==> src/design/efsa_pkg.sv <==
`timescale 1ns / 1ps
// Package for the earliest-free-server assignment unit.
// Holds shared widths, payload structs and the server-number helper; no dependencies.
package efsa_pkg;

  // Field widths fixed by the interface.
  localparam int unsigned SRV_W  = 5;
  localparam int unsigned DUR_W  = 16;
  localparam int unsigned TIME_W = 32;

  // Default server pool size and the configuration value after reset.
  localparam int unsigned MAX_SERVERS_DEF = 16;
  localparam logic [SRV_W-1:0] SERVER_COUNT_RST = SRV_W'(1);

  // Saturation value of all times.
  localparam logic [TIME_W-1:0] TIME_MAX = '1;

  typedef logic [TIME_W-1:0] time_t;
  typedef logic [SRV_W-1:0]  srv_num_t;

  // One job entering the unit.
  typedef struct packed {
    logic              new_case;
    logic [DUR_W-1:0]  duration;
  } in_t;

  // One assignment result leaving the unit.
  typedef struct packed {
    srv_num_t assigned_server;
    time_t    start_time;
    srv_num_t next_server;
  } out_t;

  // Zero-based server index to one-based server number, kept to the field width.
  function automatic srv_num_t srv_num(input logic [31:0] idx);
    logic [31:0] num;
    num = idx + 32'd1;
    return num[SRV_W-1:0];
  endfunction

endpackage

==> src/design/efsa_min_tree.sv <==
`timescale 1ns / 1ps
// Combinational minimum tree over the server finish times.
// Depends on efsa_pkg for the time type; returns the lowest index holding the minimum.
module efsa_min_tree #(
  parameter int unsigned MaxServers = efsa_pkg::MAX_SERVERS_DEF,
  localparam int unsigned IdxW = (MaxServers > 1) ? $clog2(MaxServers) : 1,
  localparam int unsigned CntW = $clog2(MaxServers + 1)
) (
  input  efsa_pkg::time_t finish_i [MaxServers],
  input  logic [CntW-1:0] active_i,
  output logic [IdxW-1:0] min_idx_o
);

  localparam int unsigned Leaves = 1 << IdxW;
  localparam int unsigned Nodes  = 2 * Leaves - 1;

  // Heap-ordered nodes: node k has children 2k+1 and 2k+2, leaves sit at the end.
  efsa_pkg::time_t   nval [Nodes];
  logic              nvld [Nodes];
  logic [IdxW-1:0]   nidx [Nodes];

  // Leaves: only the first active_i servers take part.
  for (genvar i = 0; i < Leaves; i++) begin : g_leaf
    if (i < MaxServers) begin : g_used
      assign nvld[Leaves-1+i] = (32'(i) < 32'(active_i));
      assign nval[Leaves-1+i] = finish_i[i];
    end else begin : g_pad
      assign nvld[Leaves-1+i] = 1'b0;
      assign nval[Leaves-1+i] = '0;
    end
    assign nidx[Leaves-1+i] = IdxW'(i);
  end

  // Inner nodes: the left child holds lower indices, so it wins a tie.
  for (genvar k = 0; k < Leaves - 1; k++) begin : g_node
    logic take_l;
    assign take_l = nvld[2*k+1] &&
                    (!nvld[2*k+2] || (nval[2*k+1] <= nval[2*k+2]));
    assign nvld[k] = nvld[2*k+1] || nvld[2*k+2];
    assign nval[k] = take_l ? nval[2*k+1] : nval[2*k+2];
    assign nidx[k] = take_l ? nidx[2*k+1] : nidx[2*k+2];
  end

  assign min_idx_o = nidx[0];

endmodule

==> src/design/earliest_free_server_assign_unit.sv <==
`timescale 1ns / 1ps
// Top level of the earliest-free-server assignment unit.
// Depends on efsa_pkg and efsa_min_tree.
//
// Usage:
//   Jobs arrive on the in_* valid/ready channel (new_case flag and duration).
//   Each job produces exactly one result on the out_* channel: the server it
//   got, its start time and the server the following job would get.
//   The server count is written on the cfg_* channel, which is always ready;
//   write it only while no job is in flight. Zero counts as one server and
//   values above MaxServers count as MaxServers.
//   Results pass through the input register A, the execute result B and the
//   output register C before out_valid_o rises. One job is taken per cycle
//   while the receiver keeps up; the finish-time update and the minimum tree
//   over all finish registers are combinational on the job held in A.
//   Reset clears all finish times, the fill count and the pipeline, and sets
//   the server count to one. When the receiver stalls, results back up into
//   the three pipeline registers and in_ready_o drops once they are all full.
module earliest_free_server_assign_unit #(
  parameter int unsigned MaxServers = efsa_pkg::MAX_SERVERS_DEF
) (
  input  logic                    clk_i,
  input  logic                    rst_ni,
  input  logic                    in_valid_i,
  output logic                    in_ready_o,
  input  efsa_pkg::in_t           in_data_i,
  output logic                    out_valid_o,
  input  logic                    out_ready_i,
  output efsa_pkg::out_t          out_data_o,
  input  logic                    cfg_valid_i,
  output logic                    cfg_ready_o,
  input  logic [efsa_pkg::SRV_W-1:0] cfg_data_i
);

  localparam int unsigned IdxW = (MaxServers > 1) ? $clog2(MaxServers) : 1;
  localparam int unsigned CntW = $clog2(MaxServers + 1);

  // Configuration register.
  logic [efsa_pkg::SRV_W-1:0] cfg_q;
  logic [CntW-1:0]            active;

  // Server state.
  efsa_pkg::time_t finish_q [MaxServers];
  efsa_pkg::time_t finish_d [MaxServers];
  logic [CntW-1:0] used_q, used_d;

  // Pipeline: input register A, execute result B, output register C.
  logic            a_valid_q, b_valid_q, c_valid_q;
  efsa_pkg::in_t   a_job_q;
  logic [IdxW-1:0] b_srv_q;
  efsa_pkg::time_t b_start_q;
  efsa_pkg::out_t  c_data_q;
  logic            a_adv, b_adv;

  // Selection logic.
  logic [IdxW-1:0] tree_idx;
  logic            filling;
  logic [IdxW-1:0] pick_idx;
  logic [IdxW-1:0] srv;
  efsa_pkg::time_t start;
  efsa_pkg::time_t finish_end;
  logic [efsa_pkg::TIME_W:0] sum;

  // Configuration write; the port is always ready.
  assign cfg_ready_o = 1'b1;

  always_ff @(posedge clk_i or negedge rst_ni) begin
    if (!rst_ni) begin
      cfg_q <= efsa_pkg::SERVER_COUNT_RST;
    end else if (cfg_valid_i) begin
      cfg_q <= cfg_data_i;
    end
  end

  // Clamp the configured count into 1..MaxServers.
  always_comb begin
    if (cfg_q == '0) begin
      active = CntW'(1);
    end else if (32'(cfg_q) > 32'(MaxServers)) begin
      active = CntW'(MaxServers);
    end else begin
      active = CntW'(cfg_q);
    end
  end

  // Handshake flow through the three stages.
  assign b_adv      = b_valid_q && (!c_valid_q || out_ready_i);
  assign a_adv      = a_valid_q && (!b_valid_q || b_adv);
  assign in_ready_o = !a_valid_q || a_adv;

  // Earliest-finishing server among the active ones, on the current state.
  efsa_min_tree #(
    .MaxServers(MaxServers)
  ) u_min_tree (
    .finish_i (finish_q),
    .active_i (active),
    .min_idx_o(tree_idx)
  );

  // The server the next job gets from the current state. It serves as the
  // next-server figure of the job in B and as the choice for the job in A.
  assign filling  = (used_q < active);
  assign pick_idx = filling ? IdxW'(used_q) : tree_idx;

  // Execute the job in A: a new case starts over at server zero.
  always_comb begin
    if (a_job_q.new_case) begin
      srv   = '0;
      start = '0;
    end else begin
      srv   = pick_idx;
      start = filling ? '0 : finish_q[tree_idx];
    end
    sum        = {1'b0, start} + (efsa_pkg::TIME_W + 1)'(a_job_q.duration);
    finish_end = sum[efsa_pkg::TIME_W] ? efsa_pkg::TIME_MAX : sum[efsa_pkg::TIME_W-1:0];
  end

  // Next server state.
  always_comb begin
    for (int i = 0; i < MaxServers; i++) begin
      finish_d[i] = a_job_q.new_case ? '0 : finish_q[i];
      if (IdxW'(i) == srv) begin
        finish_d[i] = finish_end;
      end
    end
    if (a_job_q.new_case) begin
      used_d = CntW'(1);
    end else if (filling) begin
      used_d = used_q + CntW'(1);
    end else begin
      used_d = used_q;
    end
  end

  // State registers, updated when a job leaves A.
  always_ff @(posedge clk_i or negedge rst_ni) begin
    if (!rst_ni) begin
      for (int i = 0; i < MaxServers; i++) begin
        finish_q[i] <= '0;
      end
      used_q <= '0;
    end else if (a_adv) begin
      finish_q <= finish_d;
      used_q   <= used_d;
    end
  end

  // Pipeline valid bits.
  always_ff @(posedge clk_i or negedge rst_ni) begin
    if (!rst_ni) begin
      a_valid_q <= 1'b0;
      b_valid_q <= 1'b0;
      c_valid_q <= 1'b0;
    end else begin
      if (in_ready_o) begin
        a_valid_q <= in_valid_i;
      end
      if (!b_valid_q || b_adv) begin
        b_valid_q <= a_adv;
      end
      if (!c_valid_q || out_ready_i) begin
        c_valid_q <= b_adv;
      end
    end
  end

  // Pipeline payload registers.
  always_ff @(posedge clk_i) begin
    if (in_ready_o && in_valid_i) begin
      a_job_q <= in_data_i;
    end
    if (a_adv) begin
      b_srv_q   <= srv;
      b_start_q <= start;
    end
    if (b_adv) begin
      c_data_q.assigned_server <= efsa_pkg::srv_num(32'(b_srv_q));
      c_data_q.start_time      <= b_start_q;
      c_data_q.next_server     <= efsa_pkg::srv_num(32'(pick_idx));
    end
  end

  assign out_valid_o = c_valid_q;
  assign out_data_o  = c_data_q;

  // The fill count never passes the pool size.
  assert property (@(posedge clk_i) disable iff (!rst_ni)
    32'(used_q) <= 32'(MaxServers))
    else $error("server fill count beyond pool size");

  // The tree only ever picks an active server.
  assert property (@(posedge clk_i) disable iff (!rst_ni)
    tree_idx < active)
    else $error("minimum tree picked an inactive server");

  // A new case always starts at server zero at time zero.
  assert property (@(posedge clk_i) disable iff (!rst_ni)
    (a_adv && a_job_q.new_case) |=> (b_srv_q == '0 && b_start_q == '0))
    else $error("new case did not restart at the first server");

endmodule

==> config.mk <==
export PLATFORM = sky130hd
export DESIGN_NAME = earliest_free_server_assign_unit
export DESIGN_NICKNAME = d
export VERILOG_FILES = /design/src/design/efsa_pkg.sv /design/src/design/efsa_min_tree.sv /design/src/design/earliest_free_server_assign_unit.sv
export SDC_FILE = /design/constraint.sdc
export NUM_CORES = 2
export LEC_CHECK = 0
export BUFFER_PORTS_ARGS = -buffer_cell sky130_fd_sc_hd__buf_2
export CAP_MARGIN = 20
export CORE_MARGIN = 2
export CORE_UTILIZATION = 46
export CTS_CLUSTER_SIZE = 14
export DETAILED_ROUTE_END_ITERATION = 6
export PLACE_DENSITY = 0.66
export SETUP_SLACK_MARGIN = 0.05
export SYNTH_ARGS = -nofsm -noshare
export SYNTH_HDL_FRONTEND = slang
export SYNTH_HIERARCHICAL = 1
export SYNTH_SLANG_ARGS = --single-unit
==> constraint.sdc <==
create_clock -name clk_i -period 21 [get_ports clk_i]
set_input_delay 2.1 -clock clk_i [delete_from_list [all_inputs] [get_ports clk_i]]
set_output_delay 2.1 -clock clk_i [all_outputs]
set_load 0.01 [all_outputs]
# After elaboration in Yosys (flattened, before gate mapping)
# Cells that the tools add are included.
# classes
n_addsub	4
n_lt_le_gt_ge	34
n_eq_ne	15
n_mux	58
bitwise	1
n_reduce_logical	104
# ops
op	n
2-to-1 mux 32 bit	36
<= comparator 32 bit	15
binary-select mux 32 bit (select 4 bit)	1
less-than comparator 4 x 5 -> 1 bit, first input constant	8
AND reduction 2 bit	17
nonzero test 2 bit	17
adder 32 x 16 -> 33 bit	1
equality test 4 bit, first input constant	8
logical OR 1 bit	32
less-than comparator 3 x 5 -> 1 bit, first input constant	4
2-to-1 mux 5 bit	4
logical AND 1 bit	18
zero test 1 bit	18
equality test 3 x 4 -> 1 bit, first input constant	4
2-to-1 mux 4 bit	3
adder 4 x 1 -> 5 bit, second input constant	2
less-than comparator 1 x 5 -> 1 bit, first input constant	2
less-than comparator 2 x 5 -> 1 bit, first input constant	2
equality test 2 x 4 -> 1 bit, first input constant	2
2-to-1 mux 1 bit	8
2-to-1 mux 2 bit	4
2-to-1 mux 3 bit	2
adder 5 x 1 -> 5 bit, second input constant	1
>= comparator 5 bit, second input constant	1
other kinds (6)	6
# totals
ff_bits	620
out_inout_bits	45
wordCells	244

# Logic depth before layout (Yosys ltp)
# depth
ltp_word	29
mapped_depth	69

# By module
# The synthesis kept the hierarchy.
# modules_own_cells
module	instances	cells_per_inst	area_per_inst_um2
earliest_free_server_assign_unit	1	2432	28308.4
efsa_min_tree	1	2413	17875.9

# Worst setup path before layout
# No wires, ideal clock.
# synth_timing
path_kind	flip-flop to flip-flop
start	reg finish_q[333] in the netlist's numbering
end	reg finish_q[121] in the netlist's numbering
setup_ns	0.145
arrival_ns	14.158
setup_slack_ns	6.697
stages_incl_launch_ff	65
period_less_slack_ns	14.303
cell_sequence	dfrtp_1 inv_1 ha_1 nand4_1 or4_1 a21o_1 nand3_1 a21oi_1 o21ai_2 buf_4 mux2i_1 inv_1 ha_1 and3_1 a221o_1 o211ai_1 a31oi_1 nor4_1 (+29 left out) buf_2 buf_1 mux4_2 mux4_2 and3_1 ha_1 fa_1 a21o_1 a221oi_1 nor2_1 o21ai_0 a21oi_2 and3_1 buf_6 buf_6 buf_8 nor3_4 mux2i_1
# synth_between
elab_chain_cells	25
# synth_lines
element	line	source
start, declared	earliest_free_server_assign_unit.sv:43	efsa_pkg::time_t finish_q [MaxServers];
start signal, assigned	earliest_free_server_assign_unit.sv:143	finish_q <= finish_d;
<= comparator 32 bit	efsa_min_tree.sv:38	(!nvld[2*k+2] || (nval[2*k+1] <= nval[2*k+2]));
logical OR 1 bit	efsa_min_tree.sv:38	
logical AND 1 bit	efsa_min_tree.sv:37	assign take_l = nvld[2*k+1] &&
2-to-1 mux 32 bit	efsa_min_tree.sv:40	assign nval[k] = take_l ? nval[2*k+1] : nval[2*k+2];
<= comparator 32 bit	efsa_min_tree.sv:38	
logical OR 1 bit	efsa_min_tree.sv:38	
logical AND 1 bit	efsa_min_tree.sv:37	
2-to-1 mux 32 bit	efsa_min_tree.sv:40	
(+8 left out)	-	
via tree_idx[0]	earliest_free_server_assign_unit.sv:56	logic [IdxW-1:0] tree_idx;
(+1 left out)	-	
binary-select mux 32 bit (select 4 bit) *	earliest_free_server_assign_unit.sv:112	start = filling ? '0 : finish_q[tree_idx];
2-to-1 mux 32 bit (not written as such) * (2 in series)	earliest_free_server_assign_unit.sv:112	
2-to-1 mux 32 bit *	earliest_free_server_assign_unit.sv:112	
2-to-1 mux 32 bit *	earliest_free_server_assign_unit.sv:107	if (a_job_q.new_case) begin
via start[0]	earliest_free_server_assign_unit.sv:60	efsa_pkg::time_t start;
adder 32 x 16 -> 33 bit *	earliest_free_server_assign_unit.sv:114	sum = {1'b0, start} + (efsa_pkg::TIME_W + 1)'(a_job_q.duration);
2-to-1 mux 32 bit *	earliest_free_server_assign_unit.sv:115	finish_end = sum[efsa_pkg::TIME_W] ? efsa_pkg::TIME_MAX : sum[efsa_pkg::TIME_W-1:0];
2-to-1 mux 32 bit *	earliest_free_server_assign_unit.sv:122	if (IdxW'(i) == srv) begin
# Mark *: on every way through the listed nets, which the timed path passes. The rest lies on a longest branch. The select of a mux whose other input is x is not followed.
# A chain may end at the register's enable or synchronous reset.

# Worst setup path after layout
# layout_timing
start	reg cfg_q[4] in the netlist's numbering
end	reg finish_q[130] in the netlist's numbering
# layout_between
elab_chain_cells	29
# layout_lines
element	line	source
start, declared	earliest_free_server_assign_unit.sv:39	logic [efsa_pkg::SRV_W-1:0] cfg_q;
start signal, assigned	earliest_free_server_assign_unit.sv:69	cfg_q <= efsa_pkg::SERVER_COUNT_RST;
start signal, assigned	earliest_free_server_assign_unit.sv:71	cfg_q <= cfg_data_i;
> comparator 5 bit	earliest_free_server_assign_unit.sv:79	end else if (32'(cfg_q) > 32'(MaxServers)) begin
2-to-1 mux 5 bit	earliest_free_server_assign_unit.sv:79	
2-to-1 mux 5 bit *	earliest_free_server_assign_unit.sv:77	if (cfg_q == '0) begin
via active[1]	earliest_free_server_assign_unit.sv:40	logic [CntW-1:0] active;
less-than comparator 1 x 5 -> 1 bit, or another cell as far along	efsa_min_tree.sv:25	assign nvld[Leaves-1+i] = (32'(i) < 32'(active_i));
zero test 1 bit	efsa_min_tree.sv:38	
logical OR 1 bit	efsa_min_tree.sv:38	
logical AND 1 bit	efsa_min_tree.sv:37	
(+13 left out)	-	
via tree_idx[1]	earliest_free_server_assign_unit.sv:56	
(+1 left out)	-	
binary-select mux 32 bit (select 4 bit) *	earliest_free_server_assign_unit.sv:112	
2-to-1 mux 32 bit (not written as such) * (2 in series)	earliest_free_server_assign_unit.sv:112	
2-to-1 mux 32 bit *	earliest_free_server_assign_unit.sv:112	
2-to-1 mux 32 bit *	earliest_free_server_assign_unit.sv:107	
via start[1]	earliest_free_server_assign_unit.sv:60	
adder 32 x 16 -> 33 bit *	earliest_free_server_assign_unit.sv:114	
2-to-1 mux 32 bit *	earliest_free_server_assign_unit.sv:115	
2-to-1 mux 32 bit *	earliest_free_server_assign_unit.sv:122	
# Marked as above.

==> reports/qor.csv <==
metric,value,unit
type of the worst min-delay path,reg -> reg,
Least-Margin Pin Slew,1099,ps
Fmax,51.44,MHz
Post-Synth Adder-Cell Area,13.67,%
final hold viol count,0,
WHS Path Cells,0,
Max-Cap Viols,0,
syn nets,5376,
setup bufs post-CTS,0,
largest family of logic cells by synthesized area,multiplexers,
Root Driver,clkbuf_16,
Worst Path Required,21460,ps
Syn. warnings,6,
Post-Synth Simple-Gate Area,14.44,%
Clock transition at path regs,60,ps
sequential share of the synthesized area,34.63,%
Area Overhead vs Synth,8.328,%
r2r endpoint,finish_q[130]$_DFFE_PN0P_,
Setup crit end kind,register,
RSZ-0062 raised after global routing,false,
Syn Std Cell Area,46180,sq um
CTS sink cnt,620,
gr ovfl total,0,
vias in the first global route,37380,
CTS H-Tree Depth,3,
CP max stage delay,960,ps
Max Transition Viols Final,0,
via count,39750,
mean post-synth cell area,9.532,sq um
cell count after synthesis,4845,
Final Skew,35.07,ps
# nets final,5307,
Setup CP Type,reg -> reg,
R2R Setup Slk,1560,ps
CP max-delay cell,a2111oi_0,
"EDFF count, synth",95,
Die Height,320.9,um
final setup TNS,0,ps
Initial Util,46.25,%
WP data arrival,19900,ps
synth top area cells,"dfrtp_1 28%, ha_1 14%, mux4_2 7.0%",
worst setup path start,cfg_q[4]$_DFFE_PN0P_,
Critical Path End,finish_q[130]$_DFFE_PN0P_,
Iter 0 DRT Violations,4982,
DR WL/cell,26.25,um
post-synth cell types,97,
GRT Overall Usage,30.93,%
die area,103000,sq um
Routed Antenna Nets,0,
DRC viols,1,
ant diodes,0,
IO buf count,70,
Initial DRT Pass Iterations,7,
post-detail-place hpwl,118700,um
die width,320.9,um
startpoint types,register,
gp weighted congestion,1.039,
Rows,116,
Crit Path Max Fanout,26,
final WL,161000,um
initial antenna violation count,6,
Synth Area in Compound Gates,14.74,%
post-synthesis mux area share,15.52,%
PostCTS Resize Cnt,0,
outcome,finished with violations,
clk_lat worst skew,660,ps
Post-synth ARST share,84.68,%
Crit Reg-Reg Startpoint,cfg_q[4]$_DFFE_PN0P_,
CORE AREA,99860,sq um
#FFs+latches synth,620,
min Tclk post-route,19440,ps
layout cell share with drive strength beyond 1,12.84,%
failing checks,design-rule violations,
largest net degree at the start of global routing,96,
Post-Synth XOR/XNOR Area,0.4172,%
ys flop type,dfrtp_1,
Ports,72,
slew margin rel.,24.81,%
largest area contributor in the netlist,dfrtp_1,
fin crit share,92.57,%
final setup vio count,0,
worst reg2reg path depth,52,
drt via density,6.482,
CTS tree,done,
top cell type's share of synthesized area,28.39,%
first-pass GRT wire length,241800,um
clock buffer depth,3,
clock buffer count from CTS,72,
hold buffers post-CTS,0,
## logic make-up (layout without fill, tap and decap cells)
family / count (synthesis) / count (layout)
other cells: 1 / 1
fa+ha+maj: 504 / 504
mux: 517 / 517
buf+inv: 711 / 701
flops: 620 / 620
compound gates: 1151 / 1151
xor+xnor: 22 / 22
simple gates: 1319 / 1319
## cell usage after synthesis, types with 8 or more instances
master,number
nand3_1,486
o21ai_0,485
and3_1,28
nor2_1,184
a211oi_1,15
a31oi_1,13
and2_1,8
dfrtp_1,524
nor3_1,39
a22oi_1,45
a2111oi_0,10
nand4_1,103
buf_6,20
or3_1,40
nand2_1,264
xor2_1,8
mux2_4,10
edfxtp_1,95
clkbuf_1,186
mux2_2,65
buf_4,23
nor4_1,30
a21oi_2,31
inv_1,402
xnor2_1,14
nor2b_1,64
buf_2,47
clkbuf_2,9
mux2i_1,294
and4_1,9
mux4_2,144
o211ai_1,16
nor3b_1,9
o22ai_1,79
o21a_1,12
ha_1,503
o21ai_1,62
nor3_2,14
a221oi_1,14
buf_1,17
a221o_1,13
a22o_1,10
a21o_1,55
a21oi_1,236
## through the flow
stage	cell area, sq um	cells	setup WS, ps	util, %	hold WS, ps
2_1_floorplan	46180	4845	6697	-	400.3
3_3_place_gp	47530	5998	2417	47.60	402.1
6_report	50030	6133	1560	50.10	410.6
5_1_grt	50030	6133	1061	50.10	412.9
3_5_place_dp	47560	6000	2289	47.62	405.2
4_1_cts	50030	6133	2244	50.10	412.5
## state kept, by name (all words and copies together), names as in the netlist
signal       cells
finish_q       512
out_data_o      42
b_start_q       32
a_job_q         17
cfg_q            5
used_q           5
b_srv_q          4
a_valid_q        1
b_valid_q        1
out_valid_o      1
## cells in the final DEF (no fill, tap or decap), types with 13 or more instances in the layout
| cell type | n |
|---|---|
| nor3_2 | 15 |
| o21ai_0 | 485 |
| o22ai_1 | 79 |
| mux2_2 | 64 |
| edfxtp_1 | 95 |
| a21oi_2 | 30 |
| a21o_1 | 54 |
| buf_4 | 93 |
| nand2_1 | 253 |
| nor4_1 | 30 |
| a221o_1 | 13 |
| a211oi_1 | 15 |
| a21oi_1 | 236 |
| nor3_1 | 38 |
| or3_1 | 40 |
| and3_1 | 27 |
| nor2_1 | 183 |
| nor2b_1 | 61 |
| ha_1 | 503 |
| mux2i_1 | 292 |
| inv_1 | 402 |
| clkbuf_16 | 72 |
| o211ai_1 | 16 |
| a221oi_1 | 14 |
| nand4_1 | 103 |
| a22oi_1 | 45 |
| buf_2 | 69 |
| clkinv_2 | 14 |
| xnor2_1 | 14 |
| nand3_1 | 480 |
| mux4_2 | 144 |
| o21ai_1 | 61 |
| dfrtp_1 | 524 |
## routing by layer
metal / global-route usage, % / part of all wire [%] / up-vias
met4: 11.35 / 4.0 / 0
li1: - / - / 17740
met5: 0 / 0 / -
met1: 43.24 / 42 / 19540
met2: 47.32 / 44 / 2112
met3: 6.422 / 10 / 361
## cell type report
type	count	area, sq um
well taps	1298	1624
clock inverters	52	589.3
inverters	403	1513
fillers	9180	49830
clock buffers	81	1886
multi-input cells	3514	27350
repair buffers	165	1081
flip-flops and latches	620	15990
## worst max-delay path: cells and delay by family (launching register included)
| family | cells | cell delay [ps] |
|---|---|---|
| DFF | 1 | 750 |
| AOI/OAI and AO/OA | 23 | 9060 |
| buffers and inverters | 8 | 2320 |
| muxes | 5 | 2530 |
| adders and majority gates | 4 | 1340 |
| and+or+nand+nor | 12 | 3190 |
## worst min path at each step
stage	from	to	slack, ps
6_report	b_start_q[7]$_DFFE_PP_	out_data_o[12]$_DFFE_PP_	410
2_1_floorplan	b_start_q[5]$_DFFE_PP_	out_data_o[10]$_DFFE_PP_	400
3_5_place_dp	b_start_q[8]$_DFFE_PP_	out_data_o[13]$_DFFE_PP_	410
4_1_cts	b_start_q[7]$_DFFE_PP_	out_data_o[12]$_DFFE_PP_	410
3_3_place_gp	b_start_q[13]$_DFFE_PP_	out_data_o[18]$_DFFE_PP_	400
5_1_grt	b_start_q[7]$_DFFE_PP_	out_data_o[12]$_DFFE_PP_	410
Power is not shown: default switching activity piles up to over one toggle a cycle in this logic, so the estimate is an artifact.
